$ cat src/rtl/core/cpse_pkg.sv
// ----------------------------------------------------------------------------
// cpse_pkg
// shared widths, codes and helper types of the coth power series evaluator
// ----------------------------------------------------------------------------
package cpse_pkg;

    localparam int MAX_TERMS = 64;
    localparam int FRAC_BITS = 16;
    localparam int ACC_FRAC  = 24;
    localparam int X_W       = 21;
    localparam int EPS_W     = 16;
    localparam int OUT_W     = 34;
    localparam int MAG_W     = 48;
    localparam int ACC_W     = MAG_W + 1;
    localparam int NUM_W     = ACC_W + 1;
    localparam int UNIT_W    = 68;
    localparam int CNT_W     = 7;
    localparam int K_W       = $clog2(MAX_TERMS + 1);

    localparam logic [EPS_W-1:0] EPS_RESET = EPS_W'(66);
    localparam logic [CNT_W-1:0] MUL_STEPS = CNT_W'(X_W);
    localparam logic [CNT_W-1:0] DIV_STEPS = CNT_W'(UNIT_W);

    localparam logic signed [OUT_W-1:0] OUT_MAX = {1'b0, {(OUT_W-1){1'b1}}};
    localparam logic signed [OUT_W-1:0] OUT_MIN = {1'b1, {(OUT_W-1){1'b0}}};
    localparam logic [UNIT_W-1:0] OUT_MAX_U = UNIT_W'({1'b0, {(OUT_W-1){1'b1}}});
    localparam logic [UNIT_W-1:0] OUT_MIN_U = UNIT_W'({1'b1, {(OUT_W-1){1'b0}}});
    localparam logic [MAG_W-1:0]  MAG_MAX   = {MAG_W{1'b1}};
    localparam logic [MAG_W-1:0]  MAG_ONE   = MAG_W'(1) << ACC_FRAC;

    typedef enum logic [0:0] {
        OP_MUL,
        OP_DIV
    } unit_op_t;

    typedef struct packed {
        logic     start;
        unit_op_t op;
    } unit_req_t;

    typedef enum logic [2:0] {
        S_IDLE,
        S_MUL,
        S_DIVK,
        S_ACC,
        S_QSTART,
        S_QUO,
        S_CHECK,
        S_DONE
    } core_state_t;

    typedef struct packed {
        logic signed [OUT_W-1:0] coth_value;
        logic                    domain_error;
        logic                    not_converged;
    } result_t;

    function automatic logic signed [ACC_W-1:0] clamp_acc(input logic signed [NUM_W-1:0] v);
        logic signed [NUM_W-1:0] hi;
        logic signed [NUM_W-1:0] lo;
        hi = NUM_W'({1'b0, {(ACC_W-1){1'b1}}});
        lo = -(NUM_W'(1) << (ACC_W-1));
        if (v > hi)
            return hi[ACC_W-1:0];
        else if (v < lo)
            return lo[ACC_W-1:0];
        else
            return v[ACC_W-1:0];
    endfunction

endpackage

$ cat src/rtl/core/coth_power_series_evaluator_top.sv
// ----------------------------------------------------------------------------
// coth_power_series_evaluator_top
// coth(x) of a Q4.16 argument by power series, Q17.16 result
// ----------------------------------------------------------------------------
// One beat in, one beat out. Each series term takes a shift-add multiply, a
// divide by the term index and a quotient divide, all on the one shared
// bit-serial unit, plus sequencer states, for up to 64 terms; a zero argument
// goes straight to a domain-error result. The input is not ready while an item
// is being worked on. A finished result sits in an output register and the
// next beat is taken as soon as that register is loaded. eps resets to 66.
// ----------------------------------------------------------------------------
module coth_power_series_evaluator_top
    import cpse_pkg::*;
(
    input  logic        clk,
    input  logic        rst_n,
    input  logic        s_tvalid,
    output logic        s_tready,
    input  logic [23:0] s_tdata,    // x_value[20:0]
    output logic        m_tvalid,
    input  logic        m_tready,
    output logic [39:0] m_tdata,    // coth_value[33:0]
    output logic [1:0]  m_tuser,    // not_converged, domain_error
    input  logic        cfg_valid,
    output logic        cfg_ready,
    input  logic [15:0] cfg_data
);

    logic [EPS_W-1:0] eps_reg;
    logic             out_valid_reg;
    result_t          out_reg;
    logic             core_idle;
    logic             core_valid;
    logic             core_ready;
    result_t          core_res;

    assign core_ready = !out_valid_reg || m_tready;
    assign s_tready   = core_idle;
    assign cfg_ready  = 1'b1;

    cpse_core u_core (
        .clk       (clk),
        .rst_n     (rst_n),
        .start     (s_tvalid && core_idle),
        .x_in      (s_tdata[X_W-1:0]),
        .eps       (eps_reg),
        .idle      (core_idle),
        .res_valid (core_valid),
        .res_ready (core_ready),
        .res       (core_res)
    );

    always_ff @(posedge clk or negedge rst_n)
    begin
        if (!rst_n)
        begin
            eps_reg       <= EPS_RESET;
            out_valid_reg <= 1'b0;
        end
        else
        begin
            if (cfg_valid)
                eps_reg <= cfg_data;
            if (core_valid && core_ready)
                out_valid_reg <= 1'b1;
            else if (m_tready)
                out_valid_reg <= 1'b0;
        end
    end

    always_ff @(posedge clk)
    begin
        if (core_valid && core_ready)
            out_reg <= core_res;
    end

    assign m_tvalid = out_valid_reg;
    assign m_tdata  = {6'b0, out_reg.coth_value};
    assign m_tuser  = {out_reg.not_converged, out_reg.domain_error};

endmodule

$ cat src/rtl/core/cpse_unit.sv
// ----------------------------------------------------------------------------
// cpse_unit
// shared shift-add multiplier and restoring divider, one bit per cycle
// ----------------------------------------------------------------------------
module cpse_unit
    import cpse_pkg::*;
(
    input  logic              clk,
    input  logic              rst_n,
    input  unit_req_t         req,
    input  logic [UNIT_W-1:0] opa,
    input  logic [UNIT_W-1:0] opb,
    output logic [UNIT_W-1:0] res,
    output logic              done
);

    logic              busy_reg;
    logic              done_reg;
    unit_op_t          op_reg;
    logic [CNT_W-1:0]  cnt_reg;
    logic [UNIT_W-1:0] acc_reg;
    logic [UNIT_W-1:0] a_reg;
    logic [UNIT_W-1:0] b_reg;

    logic [UNIT_W-1:0] trial;
    logic              ge;

    assign trial = {acc_reg[UNIT_W-2:0], a_reg[UNIT_W-1]};
    assign ge    = (trial >= b_reg);

    always_ff @(posedge clk or negedge rst_n)
    begin
        if (!rst_n)
        begin
            busy_reg <= 1'b0;
            done_reg <= 1'b0;
            cnt_reg  <= '0;
        end
        else
        begin
            done_reg <= 1'b0;
            if (req.start)
            begin
                busy_reg <= 1'b1;
                cnt_reg  <= (req.op == OP_MUL) ? MUL_STEPS : DIV_STEPS;
            end
            else if (busy_reg)
            begin
                cnt_reg <= cnt_reg - CNT_W'(1);
                if (cnt_reg == CNT_W'(1))
                begin
                    busy_reg <= 1'b0;
                    done_reg <= 1'b1;
                end
            end
        end
    end

    always_ff @(posedge clk)
    begin
        if (req.start)
        begin
            op_reg  <= req.op;
            acc_reg <= '0;
            a_reg   <= opa;
            b_reg   <= opb;
        end
        else if (busy_reg)
        begin
            unique case (op_reg)
                OP_MUL:
                begin
                    if (b_reg[0])
                        acc_reg <= acc_reg + a_reg;
                    a_reg <= {a_reg[UNIT_W-2:0], 1'b0};
                    b_reg <= {1'b0, b_reg[UNIT_W-1:1]};
                end
                OP_DIV:
                begin
                    acc_reg <= ge ? (trial - b_reg) : trial;
                    a_reg   <= {a_reg[UNIT_W-2:0], ge};
                end
                default:
                begin
                    acc_reg <= acc_reg;
                end
            endcase
        end
    end

    assign res  = (op_reg == OP_MUL) ? acc_reg : a_reg;
    assign done = done_reg;

endmodule

$ cat src/rtl/core/cpse_core.sv
// ----------------------------------------------------------------------------
// cpse_core
// term sequencer: series accumulation, quotient and convergence test
// ----------------------------------------------------------------------------
module cpse_core
    import cpse_pkg::*;
(
    input  logic                    clk,
    input  logic                    rst_n,
    input  logic                    start,
    input  logic signed [X_W-1:0]   x_in,
    input  logic [EPS_W-1:0]        eps,
    output logic                    idle,
    output logic                    res_valid,
    input  logic                    res_ready,
    output result_t                 res
);

    core_state_t state_reg, state_next;

    logic                    xneg_reg, xneg_next;
    logic [X_W-1:0]          ax_reg, ax_next;
    logic [MAG_W-1:0]        mag_reg, mag_next;
    logic signed [ACC_W-1:0] sum_reg, sum_next;
    logic signed [ACC_W-1:0] rev_reg, rev_next;
    logic [K_W-1:0]          k_reg, k_next;
    logic signed [OUT_W-1:0] cur_reg, cur_next;
    logic signed [OUT_W-1:0] prev_reg, prev_next;
    logic                    neg_reg, neg_next;
    result_t                 res_reg, res_next;

    unit_req_t         req;
    logic [UNIT_W-1:0] opa;
    logic [UNIT_W-1:0] opb;
    logic [UNIT_W-1:0] ures;
    logic              udone;

    logic signed [NUM_W-1:0] t50;
    logic signed [NUM_W-1:0] tp;
    logic signed [NUM_W-1:0] tr;
    logic signed [NUM_W-1:0] num;
    logic signed [NUM_W-1:0] den;
    logic [NUM_W-1:0]        num_abs;
    logic [NUM_W-1:0]        den_abs;
    logic signed [OUT_W:0]   diff;
    logic [OUT_W:0]          diff_abs;
    logic                    conv;

    cpse_unit u_unit (
        .clk   (clk),
        .rst_n (rst_n),
        .req   (req),
        .opa   (opa),
        .opb   (opb),
        .res   (ures),
        .done  (udone)
    );

    always_ff @(posedge clk or negedge rst_n)
    begin
        if (!rst_n)
            state_reg <= S_IDLE;
        else
            state_reg <= state_next;
    end

    always_ff @(posedge clk)
    begin
        xneg_reg <= xneg_next;
        ax_reg   <= ax_next;
        mag_reg  <= mag_next;
        sum_reg  <= sum_next;
        rev_reg  <= rev_next;
        k_reg    <= k_next;
        cur_reg  <= cur_next;
        prev_reg <= prev_next;
        neg_reg  <= neg_next;
        res_reg  <= res_next;
    end

    assign t50      = NUM_W'(mag_reg);
    assign tp       = k_reg[0] ? (xneg_reg ? -t50 : t50) : t50;
    assign tr       = k_reg[0] ? -tp : t50;
    assign num      = NUM_W'(sum_reg) + NUM_W'(rev_reg);
    assign den      = NUM_W'(sum_reg) - NUM_W'(rev_reg);
    assign num_abs  = num[NUM_W-1] ? NUM_W'(-num) : NUM_W'(num);
    assign den_abs  = den[NUM_W-1] ? NUM_W'(-den) : NUM_W'(den);
    assign diff     = (OUT_W+1)'(cur_reg) - (OUT_W+1)'(prev_reg);
    assign diff_abs = diff[OUT_W] ? (OUT_W+1)'(-diff) : (OUT_W+1)'(diff);
    assign conv     = (k_reg >= K_W'(2)) && (diff_abs < (OUT_W+1)'(eps));

    always_comb
    begin
        state_next = state_reg;
        xneg_next  = xneg_reg;
        ax_next    = ax_reg;
        mag_next   = mag_reg;
        sum_next   = sum_reg;
        rev_next   = rev_reg;
        k_next     = k_reg;
        cur_next   = cur_reg;
        prev_next  = prev_reg;
        neg_next   = neg_reg;
        res_next   = res_reg;
        req.start  = 1'b0;
        req.op     = OP_MUL;
        opa        = UNIT_W'(mag_reg);
        opb        = UNIT_W'(ax_reg);

        unique case (state_reg)
            S_IDLE:
            begin
                if (start)
                begin
                    if (x_in == '0)
                    begin
                        res_next.coth_value    = '0;
                        res_next.domain_error  = 1'b1;
                        res_next.not_converged = 1'b0;
                        state_next             = S_DONE;
                    end
                    else
                    begin
                        xneg_next  = x_in[X_W-1];
                        ax_next    = x_in[X_W-1] ? X_W'(-x_in) : X_W'(x_in);
                        mag_next   = MAG_ONE;
                        sum_next   = ACC_W'(MAG_ONE);
                        rev_next   = ACC_W'(MAG_ONE);
                        k_next     = K_W'(1);
                        cur_next   = '0;
                        prev_next  = '0;
                        state_next = S_MUL;
                        req.start  = 1'b1;
                        opa        = UNIT_W'(MAG_ONE);
                        opb        = UNIT_W'(ax_next);
                    end
                end
            end
            S_MUL:
            begin
                if (udone)
                begin
                    req.start  = 1'b1;
                    req.op     = OP_DIV;
                    opa        = ures >> FRAC_BITS;
                    opb        = UNIT_W'(k_reg);
                    state_next = S_DIVK;
                end
            end
            S_DIVK:
            begin
                if (udone)
                begin
                    mag_next   = (ures > UNIT_W'(MAG_MAX)) ? MAG_MAX : ures[MAG_W-1:0];
                    state_next = S_ACC;
                end
            end
            S_ACC:
            begin
                sum_next   = clamp_acc(NUM_W'(sum_reg) + tp);
                rev_next   = clamp_acc(NUM_W'(rev_reg) + tr);
                state_next = S_QSTART;
            end
            S_QSTART:
            begin
                prev_next = cur_reg;
                if (den == '0)
                begin
                    cur_next   = num[NUM_W-1] ? OUT_MIN : OUT_MAX;
                    state_next = S_CHECK;
                end
                else
                begin
                    neg_next   = num[NUM_W-1] ^ den[NUM_W-1];
                    req.start  = 1'b1;
                    req.op     = OP_DIV;
                    opa        = UNIT_W'(num_abs) << FRAC_BITS;
                    opb        = UNIT_W'(den_abs);
                    state_next = S_QUO;
                end
            end
            S_QUO:
            begin
                if (udone)
                begin
                    if (neg_reg)
                        cur_next = (ures > OUT_MIN_U) ? OUT_MIN : -ures[OUT_W-1:0];
                    else
                        cur_next = (ures > OUT_MAX_U) ? OUT_MAX : ures[OUT_W-1:0];
                    state_next = S_CHECK;
                end
            end
            S_CHECK:
            begin
                if (conv || (k_reg == K_W'(MAX_TERMS)))
                begin
                    res_next.coth_value    = cur_reg;
                    res_next.domain_error  = 1'b0;
                    res_next.not_converged = !conv;
                    state_next             = S_DONE;
                end
                else
                begin
                    k_next     = k_reg + K_W'(1);
                    req.start  = 1'b1;
                    state_next = S_MUL;
                end
            end
            S_DONE:
            begin
                if (res_ready)
                    state_next = S_IDLE;
            end
            default:
            begin
                state_next = S_IDLE;
            end
        endcase
    end

    assign idle      = (state_reg == S_IDLE);
    assign res_valid = (state_reg == S_DONE);
    assign res       = res_reg;

endmodule

$ cat config.mk
export PLATFORM = sky130hd
export DESIGN_NAME = coth_power_series_evaluator_top
export DESIGN_NICKNAME = d
export VERILOG_FILES = /design/src/rtl/core/cpse_pkg.sv /design/src/rtl/core/coth_power_series_evaluator_top.sv /design/src/rtl/core/cpse_unit.sv /design/src/rtl/core/cpse_core.sv
export SDC_FILE = /design/constraint.sdc
export NUM_CORES = 2
export LEC_CHECK = 0
export BUFFER_PORTS_ARGS = -buffer_cell sky130_fd_sc_hd__buf_4
export CAP_MARGIN = 15
export CORE_ASPECT_RATIO = 1.75
export CORE_MARGIN = 4
export CORE_UTILIZATION = 40
export DETAILED_ROUTE_END_ITERATION = 8
export SLEW_MARGIN = 20
export SYNTH_ARGS = -nofsm -noshare
export SYNTH_HDL_FRONTEND = slang
export SYNTH_SLANG_ARGS = --single-unit
$ cat constraint.sdc
create_clock -name clk -period 15.3 [get_ports clk]
set_clock_uncertainty 0.05 [all_clocks]
set_input_delay 3.825 -clock clk [delete_from_list [all_inputs] [get_ports clk]]
set_output_delay 3.825 -clock clk [all_outputs]
set_load 0.05 [all_outputs]
# Word level (Yosys, flattened, before mapping)

Index checks and enable logic that the tools add are counted.

Logic and storage cells: 189
Register bits after elaboration: 550
Output and inout port bits: 45
Input port bits: 45

Reduce and logical (&&, ||, !) cells: 28
Bitwise operators: 4
Add/subtract/negate cells: 16
Order comparisons: 10
Mux-type cells: 85
Equality and inequality tests: 21

Operators by type and width:

| kind                 | number |
|---|---|
| $mux 68              | 10 |
| $pmux 68 s3          | 2 |
| $mux 50              | 6 |
| $mux 49              | 6 |
| $mux 34              | 8 |
| $pmux 68 s2          | 2 |
| $mux 48              | 5 |
| $pmux 49 s2          | 2 |
| $neg 50->50          | 3 |
| $mux 36              | 3 |
| $pmux 34 s3          | 1 |
| $add 49x50->50       | 2 |
| $gt 50x49->1 const B | 2 |
| $lt 50x49->1 const B | 2 |
| $pmux 48 s2          | 1 |
| $pmux 36 s2          | 1 |
| $add 68x68->68       | 1 |
| $ge 68x68->1         | 1 |
| $gt 68x33->1 const B | 1 |
| $gt 68x34->1 const B | 1 |
| $gt 68x48->1 const B | 1 |
| $pmux 34 s2          | 1 |
| $sub 68x68->68       | 1 |
| $mux 66              | 1 |
| 43 further kinds     | 100 |

# Logic depth before layout (Yosys ltp)

Word-level depth: 10
Gate-level depth with buffers: 31

# Modules after synthesis

Synthesis repeated with hierarchy kept, for this count alone.

Cell total of the unflattened synthesis: 6537
Area, all modules: 54193.2 um^2

Modules (own cells, without submodules):

| module                          | times used | cells an instance | sequential area each (um^2) | area an instance (um^2) |
|---|---|---|---|---|
| cpse_core                       | 1          | 4254              | 8483.1                      | 33861.2 |
| cpse_unit                       | 1          | 2199              | 5700.5                      | 18489.0 |
| coth_power_series_evaluator_top | 1          | 84                | 1508.9                      | 1843.0 |

# Least setup slack after synthesis

No wires, ideal clock.

Path type: input -> register
From: in s_tdata[2]
To: reg u_core.u_unit.a_reg[0] (enable)
Setup time: 0.889 ns
Slack: 6.014 ns
Stages: 13
Data arrival time: 8.348 ns
Cell sequence: nor4_1 > nor3b_1 > nand2_1 > or4_1 > or3_1 > nor3_1 > nand2b_1 > nand3_1 > inv_1 > nor3_4 > buf_2 > clkbuf_1 > nand3_1

Word-level cells in the longest chain between the ends: 5

Ends and longest elaborated chain:

| what                               | RTL line                              | RTL |
|---|---|---|
| from (decl)                        | coth_power_series_evaluator_top.sv:19 | `input logic [23:0] s_tdata,` |
| $logic_not 21->1                   | cpse_core.sv:115                      | `if (x_in == '0)` |
| $mux 1                             | cpse_core.sv:115                      |  |
| $mux 1                             | cpse_core.sv:113                      | `if (start)` |
| $pmux 1 s4                         | cpse_core.sv:110                      | `unique case (state_reg)` |
| $reduce_bool 2->1 (no source line) | --                                    |  |
| to (signal assigned)               | cpse_unit.sv:65                       | `a_reg <= opa;` |
| to (signal assigned)               | cpse_unit.sv:75                       | `a_reg <= {a_reg[UNIT_W-2:0], 1'b0};` |
| to (signal assigned)               | cpse_unit.sv:81                       | `a_reg <= {a_reg[UNIT_W-2:0], ge};` |
| to (decl)                          | cpse_unit.sv:22                       | `logic [UNIT_W-1:0] a_reg;` |

No other way between the ends.
A chain may end at the register's enable or synchronous reset.

# Final worst setup path

From: reg u_core.mag_reg[0]
To: reg u_core.rev_reg[11], data pin

Word-level cells in the longest chain between the ends: 10
Elaborated cells on any way between the ends: 11
Those cells by class: add/sub: 3; order compare: 2; mux: 6

Ends and longest elaborated chain:

| what                   | RTL line         | RTL |
|---|---|---|
| from (decl)            | cpse_core.sv:23  | `logic [MAG_W-1:0] mag_reg, mag_next;` |
| from (signal assigned) | cpse_core.sv:71  | `mag_reg <= mag_next;` |
| $neg 48->50            | cpse_core.sv:82  | `assign tp = k_reg[0] ? (xneg_reg ? -t50 : t50) : t50;` |
| $mux 50 (2 in series)  | cpse_core.sv:82  |  |
| $neg 50->50            | cpse_core.sv:83  | `assign tr = k_reg[0] ? -tp : t50;` |
| $mux 50 *              | cpse_core.sv:83  |  |
| $add 49x50->50 *       | cpse_core.sv:161 | `rev_next = clamp_acc(NUM_W'(rev_reg) + tr);` |
| $lt 50x49->1           | cpse_pkg.sv:65   | `else if (v < lo)` |
| $mux 49                | cpse_pkg.sv:65   |  |
| $mux 49 *              | cpse_pkg.sv:63   | `if (v > hi)` |
| $pmux 49 s2 *          | cpse_core.sv:110 |  |
| to (signal assigned)   | cpse_core.sv:73  | `rev_reg <= rev_next;` |
| to (decl)              | cpse_core.sv:25  | `logic signed [ACC_W-1:0] rev_reg, rev_next;` |

Every way passes the cells marked *; elsewhere a longest branch is shown, timed or not.

==> flow_metrics.env <==
export IMPL_hold_path_class="reg2reg"
export IMPL_wl_per_cell_um=25.65
export IMPL_route_vias_total=48320
export IMPL_cpPeakStageDelay_ns=0.77
export IMPL_overflow=0
export IMPL_r2r_start="u_core.mag_reg[0]"
export IMPL_grt_util_all_layers=0.2864
export IMPL_clock_fmax_mhz=107.1
export IMPL_drv_slew=0
export IMPL_end_kind="flip-flop"
export IMPL_wl_um=201000
export IMPL_drive_above_1_share=0.06527
export IMPL_die_x_um=279.7
export IMPL_io_buffers=79
export IMPL_min_period_ns=9.339
export IMPL_layout_common_cells="616 x a21oi_1, 444 x nor2_1, 439 x nand2_1, 439 x o21ai_0, 435 x edfxtp_1"
export IMPL_ys_ff_latch=532
export IMPL_synth_cells=6227
export IMPL_rows=174
export IMPL_crit_buf_inv=3
export IMPL_fin_crit_sh=0.6104
export IMPL_crit_reg2reg_capture="u_core.rev_reg[11]"
export IMPL_path_class="reg2reg"
export IMPL_drcViolationCount=0
export IMPL_globalplace_congestion=0.9986
export IMPL_cp_common_cell="xnor2_1"
export IMPL_final_area_um2=55970
export IMPL_cts_inserted_buffers=57
export IMPL_finalHoldViolCount=0
export IMPL_ff2ff_path_depth=26
export IMPL_fp_dieH_um=483.5
export IMPL_yosys_warnings=0
export IMPL_crit_family="simple AND/OR/NAND/NOR gates"
export IMPL_first_iter_violations=3868
export IMPL_insertion_delay_ns=0.74
export IMPL_grt_max_degree=81
export IMPL_synth_edf_count=435
export IMPL_start_util=0.4023
export IMPL_dpl_hpwl_um=161200
export IMPL_finish_utilization=0.4357
export IMPL_synthToLayoutAreaGrowth_pct=8.308
export IMPL_ys_flop_type="edfxtp_1"
export IMPL_maxCapViolCount=0
export IMPL_slew_headroom=0.1946
export IMPL_cts_tree="done"
export IMPL_rsz0062_at_grt="false"
export IMPL_layout_commonest_cell="a21oi_1"
export IMPL_cp_data_required_time_ns=15.69
export IMPL_ys_types=114
export IMPL_cp_arrival_ns=9.73
export IMPL_grt_pass1_vias=48490
export IMPL_holdPathEnd="m_tdata[14]"
export IMPL_worst_pin_slew_ns=1.198
export IMPL_cp_max_fo=47
export IMPL_hold_depth=0
export IMPL_worst_r2r_setup_slack_ns=5.96
export IMPL_path_clk_slew_ns=0.07
export IMPL_layout_nets=6535
export IMPL_cts_setup_buffers=0
export IMPL_worst_slack_ns=5.961
export IMPL_setup_viol=0
export IMPL_ys_seq_area_frac=0.2932
export IMPL_htreeDepth=2
export IMPL_cts_root_buf="clkbuf_16"
export IMPL_die_area_um2=135200
export IMPL_nFillCells=12920
export IMPL_ioPinCount=90
export IMPL_placed_cell_area_um2=53790
export IMPL_vias_per_cell=6.165
export IMPL_syn_area_per_cell_um2=8.298
export IMPL_ant_nets=0
export IMPL_hp_start="u_core.res[16]"
export IMPL_status="finished clean"
export IMPL_cts_resized_gates=0
export IMPL_core_um2=128400
export IMPL_cp_slowest_cell="nor4_1"
export IMPL_grt_pass1_wl_um=296300
export IMPL_cts_num_sinks=532
export IMPL_ctsHoldBuffers=0
export IMPL_cp_start_kind="flip-flop"
export IMPL_syn_area_um2=51670
export IMPL_cts_buffer_depth=3
export IMPL_async_flop_share=0.05451
export IMPL_finalSetupTns_ns=0
export IMPL_dr_pass1_iters=6
export IMPL_place_ws_ns=6.060
export IMPL_antenna_found_initial=6
[worst max-delay path by stage]
stage	startpoint	end	slack [ns]	depth (start not counted)
2_1_floorplan	s_tdata[2]	u_core.u_unit.a_reg[0]	6.01	13
3_3_place_gp	u_core.mag_reg[0]	u_core.rev_reg[47]	6.06	26
3_5_place_dp	u_core.mag_reg[0]	u_core.rev_reg[18]	6.06	26
4_1_cts	u_core.mag_reg[0]	u_core.rev_reg[10]	6.00	26
5_1_grt	u_core.mag_reg[0]	u_core.rev_reg[12]	5.67	26
6_report	u_core.mag_reg[0]	u_core.rev_reg[11]	5.96	26
[cell families after synthesis]
logic type | Yosys count | synth area share
compound gates | 2096 | 0.2603
xor+xnor | 597 | 0.1013
flops | 532 | 0.2932
mux | 116 | 0.02303
simple gates | 1817 | 0.1760
fa+ha+maj | 380 | 0.09303
buf+inv | 687 | 0.05296
other cells | 2 | 0.0001453
[through the flow]
| stage | hold slack, ns | cells |
|---|---|---|
| after CTS | 0.3711 | 7831 |
| after detailed placement | 0.3552 | 7723 |
| after global placement | 0.3505 | 7723 |
| after floorplan | 0.3503 | 6232 |
| after global routing | 0.3736 | 7832 |
| final | 0.3698 | 7837 |
[Yosys cell counts, drive strengths merged (18+ instances only)]
master	number	area share
nor4	68	0.0092
buf	81	0.0089
nand3	133	0.013
mux2	23	0.0050
nor2	451	0.033
a21o	186	0.027
nor3	158	0.016
nand2b	73	0.0088
or3	54	0.0065
o22ai	73	0.0088
a21boi	28	0.0041
or2	29	0.0035
xnor2	402	0.068
a41oi	23	0.0039
nor2b	58	0.0070
a221oi	23	0.0040
edfxtp	435	0.25
a211oi	84	0.012
o221a	49	0.011
inv	336	0.024
or4	35	0.0051
o21bai	59	0.0086
a21oi	621	0.060
o221ai	18	0.0031
o21ai	496	0.048
o211ai	65	0.0094
o21a	42	0.0061
clkbuf	268	0.019
o31ai	61	0.0092
and2	110	0.013
ha	373	0.090
dfrtp	27	0.013
and3	57	0.0070
nand4	79	0.0096
a31oi	68	0.0082
mux2i	93	0.018
dfxtp	68	0.026
nand2	442	0.032
xor2	195	0.033
[layer usage]
layer | up-vias | GRT usage | wire length (um)
met1 | 23170 | 0.2758 | 66790
li1 | 22810 | - | -
met4 | 2 | 0.2528 | 21920
met5 | - | 0 | 9
met2 | 1649 | 0.5330 | 103500
met3 | 691 | 0.03088 | 8739
[final cells by class]
| cell class | instances | area [um2] | area share |
|---|---|---|---|
| diodes | 6 | 15.01 | 0.0002683 |
| clock buffers | 68 | 1508 | 0.02694 |
| clock inverters | 40 | 641.9 | 0.01147 |
| inverters | 338 | 1269 | 0.02267 |
| multi-input cells | 5013 | 34030 | 0.6080 |
| flip-flops and latches | 532 | 15150 | 0.2707 |
| well taps | 1672 | 2092 | 0.03738 |
| repair buffers | 168 | 1261 | 0.02254 |
Power is left out: the tool's default activity adds up to more than one toggle a clock period on the data nets, which glitch-free logic cannot reach.
